**src/hw/rtl/ctlb_pkg.sv**
```systemverilog
// Shared types and constants of the cursor text line buffer.
`default_nettype none

package ctlb_pkg;

  localparam int unsigned DEPTH_DEF = 64;
  localparam int unsigned CMD_W     = 4;
  localparam int unsigned CHAR_W    = 8;

  typedef enum logic [CMD_W-1:0] {
    CMD_CLEAR  = 4'd0,
    CMD_INSERT = 4'd1,
    CMD_BKSP   = 4'd2,
    CMD_DELETE = 4'd3,
    CMD_LEFT   = 4'd4,
    CMD_RIGHT  = 4'd5,
    CMD_HOME   = 4'd6,
    CMD_END    = 4'd7,
    CMD_READ   = 4'd8
  } cmd_t;

  // What every cell does in the current cycle.
  typedef enum logic [1:0] {
    CELL_HOLD,
    CELL_INSERT,
    CELL_BKSP,
    CELL_COMPACT
  } cell_mode_t;

  typedef struct packed {
    cell_mode_t        mode;
    logic [CHAR_W-1:0] data;
    logic              keep;
  } cell_ctl_t;

  typedef enum logic {
    ST_IDLE,
    ST_COMPACT
  } state_t;

endpackage

`default_nettype wire

```
**src/hw/rtl/ctlb_cell.sv**
```systemverilog
// One byte cell of the text chain; shifts with its neighbors on edits.
`default_nettype none

module ctlb_cell import ctlb_pkg::*; #(
  parameter int unsigned    AW  = 6,
  parameter logic [AW-1:0]  IDX = '0
) (
  input  wire logic              clk,
  input  wire cell_ctl_t         ctl,
  input  wire logic [AW-1:0]     pos,
  input  wire logic [CHAR_W-1:0] left_q,
  input  wire logic [CHAR_W-1:0] right_q,
  output logic      [CHAR_W-1:0] q
);

  logic [CHAR_W-1:0] q_r;
  logic [CHAR_W-1:0] q_nxt;

  // Pick the next byte from the broadcast command and this cell's place
  always_comb begin
    q_nxt = q_r;
    case (ctl.mode)
      CELL_INSERT: begin
        if (IDX > pos) begin
          q_nxt = left_q;
        end else if (IDX == pos) begin
          q_nxt = ctl.data;
        end
      end
      CELL_BKSP: begin
        if (IDX >= pos) begin
          q_nxt = right_q;
        end
      end
      CELL_COMPACT: begin
        // Pop the head: everyone moves left, a kept byte lands at the tail
        if (ctl.keep && (IDX == pos)) begin
          q_nxt = ctl.data;
        end else begin
          q_nxt = right_q;
        end
      end
      default: q_nxt = q_r;
    endcase
  end

  always_ff @(posedge clk) begin
    q_r <= q_nxt;
  end

  assign q = q_r;

endmodule

`default_nettype wire

```
**src/hw/rtl/ctlb_ctrl.sv**
```systemverilog
// Command sequencer: length, cursor, compaction steps and the result register.
`default_nettype none

module ctlb_ctrl import ctlb_pkg::*; #(
  parameter  int unsigned BUFFER_DEPTH = DEPTH_DEF,
  localparam int unsigned AW = $clog2(BUFFER_DEPTH),
  localparam int unsigned LW = $clog2(BUFFER_DEPTH + 1)
) (
  input  wire logic              clk,
  input  wire logic              rst_n,
  input  wire logic              in_tvalid,
  output logic                   in_tready,
  input  wire logic [CMD_W-1:0]  in_cmd,
  input  wire logic [CHAR_W-1:0] in_char,
  input  wire logic [AW-1:0]     in_idx,
  input  wire logic [CHAR_W-1:0] head_byte,
  input  wire logic [CHAR_W-1:0] sel_byte,
  output cell_ctl_t              ctl,
  output logic      [AW-1:0]     pos,
  output logic                   out_tvalid,
  input  wire logic              out_tready,
  output logic      [LW-1:0]     out_len,
  output logic      [LW-1:0]     out_cur,
  output logic                   out_rej,
  output logic      [CHAR_W-1:0] out_byte,
  output logic                   out_rv
);

  state_t            state_r,     state_nxt;
  logic [LW-1:0]     len_r,       len_nxt;
  logic [LW-1:0]     cur_r,       cur_nxt;
  logic [LW-1:0]     rem_r,       rem_nxt;
  logic [LW-1:0]     ahead_r,     ahead_nxt;
  logic [CHAR_W-1:0] ch_r,        ch_nxt;
  logic              out_valid_r, out_valid_nxt;
  logic              rej_r,       rej_nxt;
  logic [CHAR_W-1:0] byte_r,      byte_nxt;
  logic              rv_r,        rv_nxt;

  logic              accept;
  logic              full;
  logic              keep;
  logic [LW-1:0]     len_dec;
  logic [LW-1:0]     cur_dec;
  cmd_t              cmd;

  assign cmd     = cmd_t'(in_cmd);
  assign accept  = in_tvalid && in_tready;
  assign full    = (len_r == LW'(BUFFER_DEPTH));
  assign keep    = (head_byte != ch_r);
  assign len_dec = len_r - LW'(1);
  assign cur_dec = cur_r - LW'(1);

  // Next state
  always_comb begin
    state_nxt = state_r;
    case (state_r)
      ST_IDLE: begin
        if (accept && (cmd == CMD_DELETE) && (len_r != '0)) begin
          state_nxt = ST_COMPACT;
        end
      end
      ST_COMPACT: begin
        if (rem_r == LW'(1)) begin
          state_nxt = ST_IDLE;
        end
      end
      default: state_nxt = ST_IDLE;
    endcase
  end

  // Handshake and cell chain commands
  always_comb begin
    in_tready = 1'b0;
    ctl.mode  = CELL_HOLD;
    ctl.data  = in_char;
    ctl.keep  = 1'b0;
    pos       = '0;
    case (state_r)
      ST_IDLE: begin
        in_tready = !out_valid_r || out_tready;
        if (accept) begin
          case (cmd)
            CMD_INSERT: begin
              if (!full) begin
                ctl.mode = CELL_INSERT;
                pos      = cur_r[AW-1:0];
              end
            end
            CMD_BKSP: begin
              if (cur_r != '0) begin
                ctl.mode = CELL_BKSP;
                pos      = cur_dec[AW-1:0];
              end
            end
            default: ctl.mode = CELL_HOLD;
          endcase
        end
      end
      ST_COMPACT: begin
        ctl.mode = CELL_COMPACT;
        ctl.data = head_byte;
        ctl.keep = keep;
        pos      = len_dec[AW-1:0];
      end
      default: in_tready = 1'b0;
    endcase
  end

  // Length, cursor, step counters and result fields
  always_comb begin
    len_nxt       = len_r;
    cur_nxt       = cur_r;
    rem_nxt       = rem_r;
    ahead_nxt     = ahead_r;
    ch_nxt        = ch_r;
    out_valid_nxt = out_valid_r;
    rej_nxt       = rej_r;
    byte_nxt      = byte_r;
    rv_nxt        = rv_r;
    if (accept) begin
      out_valid_nxt = 1'b1;
      rej_nxt       = 1'b0;
      byte_nxt      = '0;
      rv_nxt        = 1'b0;
      case (cmd)
        CMD_CLEAR: begin
          len_nxt = '0;
          cur_nxt = '0;
        end
        CMD_INSERT: begin
          if (full) begin
            rej_nxt = 1'b1;
          end else begin
            len_nxt = len_r + LW'(1);
            cur_nxt = cur_r + LW'(1);
          end
        end
        CMD_BKSP: begin
          if (cur_r != '0) begin
            len_nxt = len_dec;
            cur_nxt = cur_dec;
          end
        end
        CMD_DELETE: begin
          ch_nxt    = in_char;
          rem_nxt   = len_r;
          ahead_nxt = cur_r;
          if (len_r != '0) begin
            out_valid_nxt = 1'b0;
          end
        end
        CMD_LEFT: begin
          if (cur_r != '0) begin
            cur_nxt = cur_dec;
          end
        end
        CMD_RIGHT: begin
          if (cur_r < len_r) begin
            cur_nxt = cur_r + LW'(1);
          end
        end
        CMD_HOME: cur_nxt = '0;
        CMD_END:  cur_nxt = len_r;
        CMD_READ: begin
          if (LW'(in_idx) < len_r) begin
            rv_nxt   = 1'b1;
            byte_nxt = sel_byte;
          end
        end
        default: len_nxt = len_r;
      endcase
    end else if (state_r == ST_COMPACT) begin
      // One byte leaves the head per cycle; a kept one returns at the tail
      if (!keep) begin
        len_nxt = len_dec;
      end
      rem_nxt = rem_r - LW'(1);
      if (ahead_r != '0) begin
        ahead_nxt = ahead_r - LW'(1);
        if (!keep) begin
          cur_nxt = cur_dec;
        end
      end
      if (rem_r == LW'(1)) begin
        out_valid_nxt = 1'b1;
      end
    end else if (out_tready) begin
      out_valid_nxt = 1'b0;
    end
  end

  always_ff @(posedge clk) begin
    if (!rst_n) begin
      state_r     <= ST_IDLE;
      len_r       <= '0;
      cur_r       <= '0;
      rem_r       <= '0;
      ahead_r     <= '0;
      out_valid_r <= 1'b0;
    end else begin
      state_r     <= state_nxt;
      len_r       <= len_nxt;
      cur_r       <= cur_nxt;
      rem_r       <= rem_nxt;
      ahead_r     <= ahead_nxt;
      out_valid_r <= out_valid_nxt;
    end
  end

  // Result payload
  always_ff @(posedge clk) begin
    ch_r   <= ch_nxt;
    rej_r  <= rej_nxt;
    byte_r <= byte_nxt;
    rv_r   <= rv_nxt;
  end

  // Length and cursor hold while a result waits to be taken
  assign out_tvalid = out_valid_r;
  assign out_len    = len_r;
  assign out_cur    = cur_r;
  assign out_rej    = rej_r;
  assign out_byte   = byte_r;
  assign out_rv     = rv_r;

endmodule

`default_nettype wire

```
**src/hw/rtl/cursor_text_line_buffer_core.sv**
```systemverilog
// Results: every command but delete-all answers in the cycle after its transfer;
// delete-all on a nonempty text first compacts it, one byte per cycle through the head cell.
// Throughput: one command per cycle while results are taken; delete-all holds
// off input until its compaction pass through the cell chain ends.
// Reset: length and cursor go to zero; text cells keep their contents.
`default_nettype none

module cursor_text_line_buffer_core import ctlb_pkg::*; #(
  parameter  int unsigned BUFFER_DEPTH = DEPTH_DEF,
  localparam int unsigned AW    = $clog2(BUFFER_DEPTH),
  localparam int unsigned LW    = $clog2(BUFFER_DEPTH + 1),
  localparam int unsigned IN_W  = ((CMD_W + CHAR_W + AW + 7) / 8) * 8,
  localparam int unsigned OUT_W = ((2 * LW + CHAR_W + 2 + 7) / 8) * 8
) (
  input  wire logic             clk,
  input  wire logic             rst_n,
  input  wire logic             in_tvalid,
  output logic                  in_tready,
  // command, char_value, read_index
  input  wire logic [IN_W-1:0]  in_tdata,
  output logic                  out_tvalid,
  input  wire logic             out_tready,
  // text_length, cursor_pos, rejected, read_byte, read_valid
  output logic      [OUT_W-1:0] out_tdata
);

  logic [CMD_W-1:0]  in_cmd;
  logic [CHAR_W-1:0] in_char;
  logic [AW-1:0]     in_idx;
  logic [CHAR_W-1:0] cell_q [BUFFER_DEPTH];
  logic [CHAR_W-1:0] sel_byte;
  cell_ctl_t         ctl;
  logic [AW-1:0]     pos;
  logic [LW-1:0]     out_len;
  logic [LW-1:0]     out_cur;
  logic              out_rej;
  logic [CHAR_W-1:0] out_byte;
  logic              out_rv;

  // Unpack the command transfer
  assign in_cmd  = in_tdata[CMD_W-1:0];
  assign in_char = in_tdata[CMD_W+CHAR_W-1:CMD_W];
  assign in_idx  = in_tdata[CMD_W+CHAR_W+AW-1:CMD_W+CHAR_W];

  // Byte at the read index
  assign sel_byte = cell_q[in_idx];

  ctlb_ctrl #(
    .BUFFER_DEPTH(BUFFER_DEPTH)
  ) u_ctrl (
    .clk       (clk),
    .rst_n     (rst_n),
    .in_tvalid (in_tvalid),
    .in_tready (in_tready),
    .in_cmd    (in_cmd),
    .in_char   (in_char),
    .in_idx    (in_idx),
    .head_byte (cell_q[0]),
    .sel_byte  (sel_byte),
    .ctl       (ctl),
    .pos       (pos),
    .out_tvalid(out_tvalid),
    .out_tready(out_tready),
    .out_len   (out_len),
    .out_cur   (out_cur),
    .out_rej   (out_rej),
    .out_byte  (out_byte),
    .out_rv    (out_rv)
  );

  // Chain of byte cells, each wired to its neighbors (an end cell to itself on its open side)
  for (genvar i = 0; i < BUFFER_DEPTH; i++) begin : g_cell
    localparam int unsigned LI = (i == 0) ? 0 : i - 1;
    localparam int unsigned RI = (i == BUFFER_DEPTH - 1) ? i : i + 1;
    ctlb_cell #(
      .AW (AW),
      .IDX(AW'(i))
    ) u_cell (
      .clk    (clk),
      .ctl    (ctl),
      .pos    (pos),
      .left_q (cell_q[LI]),
      .right_q(cell_q[RI]),
      .q      (cell_q[i])
    );
  end

  // Pack the result transfer
  assign out_tdata = OUT_W'({out_rv, out_byte, out_rej, out_cur, out_len});

endmodule

`default_nettype wire

```
**config.mk**
```make
export PLATFORM = sky130hd
export DESIGN_NAME = cursor_text_line_buffer_core
export DESIGN_NICKNAME = d
export VERILOG_FILES = /design/src/hw/rtl/ctlb_pkg.sv /design/src/hw/rtl/ctlb_cell.sv /design/src/hw/rtl/ctlb_ctrl.sv /design/src/hw/rtl/cursor_text_line_buffer_core.sv
export SDC_FILE = /design/constraint.sdc
export NUM_CORES = 2
export LEC_CHECK = 0
export CORE_MARGIN = 2
export CORE_UTILIZATION = 55
export CTS_CLUSTER_DIAMETER = 50
export DETAILED_ROUTE_END_ITERATION = 7
export DONT_BUFFER_PORTS = 1
export GPL_TIMING_DRIVEN = 0
export PLACE_DENSITY = 0.82
export SYNTH_ARGS = -nofsm -noshare
export SYNTH_HDL_FRONTEND = slang
export SYNTH_HIERARCHICAL = 1
export SYNTH_SLANG_ARGS = --single-unit
```
**constraint.sdc**
```tcl
create_clock -name clk -period 21 [get_ports clk]
set_input_delay 2.1 -clock clk [delete_from_list [all_inputs] [get_ports clk]]
set_output_delay 2.1 -clock clk [all_outputs]
set_load 0.05 [all_outputs]
```
==> flow_results.org <==
** Run status
- The run finished with clean final reports.

** Worst setup path
- The worst setup path is launched from an input port.
- Setup CP Type :: in -> reg
- Peak fanout along the critical path :: 63
- Delay of the slowest cell on the worst path :: 0.84 ns
- STA puts the critical path data arrival time at 6.68 ns.
- The critical path crosses 10 cells after its start point.
- Walking the worst path, the cells encountered are nor4b_1 -> o21ai_1 -> buf_2 -> o31ai_1 -> a22o_4 -> buf_16 -> buf_2 -> nor4b_4 -> a221oi_1 -> nor2_1.
- Required time of the critical path :: 21.27 ns
- Among all stages on the critical path, the largest delay is contributed by nor4b_1.
- Reg-to-Reg Start :: u_ctrl/out_len[1]$_SDFFE_PN0P_
- Start point of the critical path :: in_tdata[0]
- The kind of cell with the highest combined delay along the critical path is simple AND/OR/NAND/NOR gates.
- Dominant cell type by count on the critical path :: buf_2
- The worst setup path is captured at a register.
- Together, buffers and inverters on the worst path number 3.
- The worst register-to-register path ends at g_cell[16].u_cell/q[3]$_DFFE_PP_.
- Across all register-to-register paths, the minimum setup slack is 14.81 ns.
- Worst setup path endpoint :: g_cell[16].u_cell/q[3]$_DFFE_PP_
- Number of cell instances on the worst register-to-register path :: 13

** Floorplanning
- DIE HEIGHT :: 293 um
- The floorplan has 106 rows.
- Measured along the x axis, the die boundary spans 293 um.
- Boundary pin count :: 54
- Die area :: 0.0861 sq mm
- Core Area :: 0.0833 sq mm
- Initial Util :: 55.3%

** Final layout
- Leaving out fill and tap cells, the most frequent cell in the layout is mux2i_1.
- Measured on the finished design, the core utilization comes to 61.5%.
- Net count of the finished layout :: 4385
- Summing all multi-input logic gate instances after layout gives 0.0275 sq mm.
- Filler cells :: 6467
- Fraction of layout cells with a size suffix above 1 :: 16.0%
- In the layout the commonest cells are mux2i_1, edfxtp_1, nand2_1.
- Compared with the post-synthesis result, the final layout area differs by 11.3%.
- In the final layout, flip-flops and latches occupy 0.0165 sq mm.

** GRT
- Vias in the first global route :: 38900
- Pin count of the biggest net entering global routing :: 119
- Initial antenna violation count :: 2
- Total grt overflow :: 0
- Global-route wire length before repair :: 242000 um
- For this run, the total global-route usage over all layers was measured as 36.2%.

** Yosys
- Summing the areas of all and, or, nand and nor instances in the mapped netlist gives 18.6% of the synthesized area.
- Post-synth ARST share :: 0%
- Synth top area cells :: edfxtp_1, mux2i_1, mux4_2
- Number of enable flip-flop cells after synthesis :: 530
- FF+latch count, synth :: 560
- Area share of xor/xnor cells in the synthesized design :: 0.342%
- After synthesis the cells add up to 0.0460 sq mm.
- Distinct cell type count after synthesis :: 163
- Multiplexer area fraction after synthesis :: 22.2%
- The cell count after synthesis came out at 4212.
- Syn_area_per_cell :: 10.9 sq um
- Portion of the post-synthesis area used by sequential elements :: 35.9%
- Among all flip-flop cells after synthesis, the most frequent one is edfxtp_1.
- Synthesized Nets :: 4259
- The Yosys step of the flow raised 6 warnings.
- Portion of synthesized cell area occupied by the leading cell type :: 34.6%
- The synthesized netlist devotes 16.8% of its cell area to compound gates.
- Post-Synth Adder-Cell Area :: 1.37%
- After synthesis, the largest family of logic cells by area is multiplexers.
- Cell accounting for the most synthesized area :: edfxtp_1

** Clock tree
- TritonCTS built the clock tree.
- The cell sitting at the root of the clock tree is a clkbuf_16.
- Number of buffers created by CTS :: 77
- The number of gates resized after CTS was 0.
- After clock tree synthesis, the clock-pin slew on the worst setup and hold paths is 0.06 ns.
- CTS max path bufs :: 3
- CTS H-Tree Depth :: 3
- # clock sinks :: 560
- At the later pin of the worst-skew pair, clock insertion delay measures 0.66 ns.
- The number of hold buffers added after CTS was 0.
- Buffers inserted during post-CTS setup optimization :: 0

** STA
- Unrepaired setup endpoints after global routing :: false
- In the final timing run, aggregate negative setup slack is 0 ns.
- The hold violation total from the final report came to 0.
- Fmax :: 156 MHz
- Part of the cycle the worst path needs :: 30.6%
- Final worst clock skew :: 0.0242 ns
- The worst pin sits at a relative slew slack of 5.18%.
- Setup violations remaining at the end of the flow were counted as 0.
- The routed design could run at a clock period as short as 6.42 ns.
- Least-Margin Pin Slew :: 1.42 ns
- Final hold analysis gives a worst-case slack of 0.468 ns.
- Final slew viol count :: 0

** Placement
- Number of buffers added on ports :: 0
- The congestion estimate from routability-driven global placement came to 0.979.
- HPWL reported at the end of detailed placement :: 107000 um

** Worst hold path
- Tightest Hold Check Type :: reg -> reg

** Drt
- Routed length per placed instance :: 29.5 um
- Count of antenna-violating nets left after detailed routing :: 0
- The first TritonRoute pass finished after 7 iterations.
- Post-detailed-routing wire length :: 161000 um
- In the routed design, unresolved DRC markers number 0.
- Dividing the detail-routed via count by the number of cells gives 7.57.
- Count of vias placed by the detailed router :: 41400
- Count of routing violations after the opening detailed-route iteration :: 7318

** Power
- Worst-case vdd ir drop :: 0.0537 mV
- Dividing total power by cell area gives a power density of 63.4 mW/mm^2.
- The completed layout was analyzed and its total power is 3250 uW.
- The analysis attributes to cell leakage a power of 0.0190 uW.

** Job
- Across the run, the number of max-cap violations was 0.
## metal layers
layer | track usage (%) | part of all wire [%] | routed length (um) | vias to the layer above
li1 | - | - | - | 17400
met1 | 46.8 | 36 | 57800 | 19800
met2 | 56.0 | 45 | 72000 | 3503
met3 | 9.05 | 13 | 21600 | 710
met4 | 19.1 | 6.2 | 9940 | 2
met5 | 0 | 0.0068 | 11 | -
## power by group
group	switching, uW	total [uW]	internal (uW)
Sequential	71.5	1370	1290
Combinational	336	539	203
Clock	560	1350	788
Total	967	3250	2280
## cells in the mapped netlist (30+ instances only)
master	instances
o211ai_1	61
o21ai_1	39
mux2i_1	703
maj3_1	37
nand4b_1	75
nand3b_1	49
buf_2	66
o221ai_1	50
buf_6	50
a21oi_1	146
edfxtp_1	530
dfxtp_1	30
o22ai_1	33
or4_1	40
a211oi_1	78
mux4_2	121
clkbuf_1	114
a31oi_1	52
inv_1	108
nand3_1	80
nand2_1	224
nor2_1	123
a221o_1	32
o21ai_0	145
nand4_1	155
buf_4	33
nor3_1	58
nor2b_1	143
a22oi_1	33
## through the flow
step                      setup slack (ns)  instances  instance area, sq um
final                                14.58       5477                 51200
after global routing                 14.58       5476                 51200
after CTS                            14.91       5476                 51200
after detailed placement             14.27       5339                 48700
after global placement               -8.34       5292                 47400
after floorplan                       4.28       4212                 46000
## worst min-delay path by stage
stage / startpoint / to / slack (ns) / cells past startpoint
detailed placement: u_ctrl/rem_r[6]$_SDFFE_PN0P_ / u_ctrl/rem_r[6]$_SDFFE_PN0P_ / 0.46 / 2
finish: u_ctrl/rem_r[6]$_SDFFE_PN0P_ / u_ctrl/rem_r[6]$_SDFFE_PN0P_ / 0.47 / 2
floorplan: u_ctrl/rem_r[6]$_SDFFE_PN0P_ / u_ctrl/rem_r[6]$_SDFFE_PN0P_ / 0.44 / 2
global route: u_ctrl/rem_r[1]$_SDFFE_PN0P_ / u_ctrl/rem_r[1]$_SDFFE_PN0P_ / 0.50 / 2
global placement: u_ctrl/rem_r[6]$_SDFFE_PN0P_ / u_ctrl/rem_r[6]$_SDFFE_PN0P_ / 0.45 / 2
CTS: u_ctrl/rem_r[6]$_SDFFE_PN0P_ / u_ctrl/rem_r[6]$_SDFFE_PN0P_ / 0.47 / 2
## registers in the layout, summed over array words and instances (netlist names)
signal and flops:
g_cell.u_cell/q 512, u_ctrl/ahead_r 7, u_ctrl/ch_r 8, u_ctrl/out_byte 8
u_ctrl/out_cur 7, u_ctrl/out_len 7, u_ctrl/out_rej 1, u_ctrl/out_rv 1
u_ctrl/out_tvalid 1, u_ctrl/rem_r 7, u_ctrl/state_r 1
## cells by family (layout without fill, tap and decap cells)
kind of cell               after synthesis  in the layout
AOI/OAI and AO/OA                     1015           1015
xor gates and xnor gates                18             18
adders and majority gates               58             58
buffers and inverters                  416            600
DFF                                    560            560
muxes                                  855            855
other                                    0              1
and+or+nand+nor                       1290           1290
## worst reg2reg max path: stages, from the launching register on
cell and delay [ns]:
dfxtp_1 0.90, inv_1 0.32, ha_1 0.35, or3b_4 0.30, nor3_4 0.06, a21boi_0 0.62, o21ai_0 0.20, o31ai_1 0.14
a22o_4 0.71, buf_16 0.41, buf_2 0.39, nor4b_4 0.54, a221oi_1 0.17, nor2_1 0.69
## final cells by class
type | count | area share (%)
multi-input cells | 3236 | 53.7
flip-flops and latches | 560 | 32.2
clock buffers | 88 | 3.88
plain buffers | 305 | 3.60
well taps | 1080 | 2.64
repair buffers | 47 | 2.12
clock inverters | 49 | 1.05
inverters | 111 | 0.813
diodes | 1 | 0.00488
Note: power is estimated with default switching activity, not from simulation.
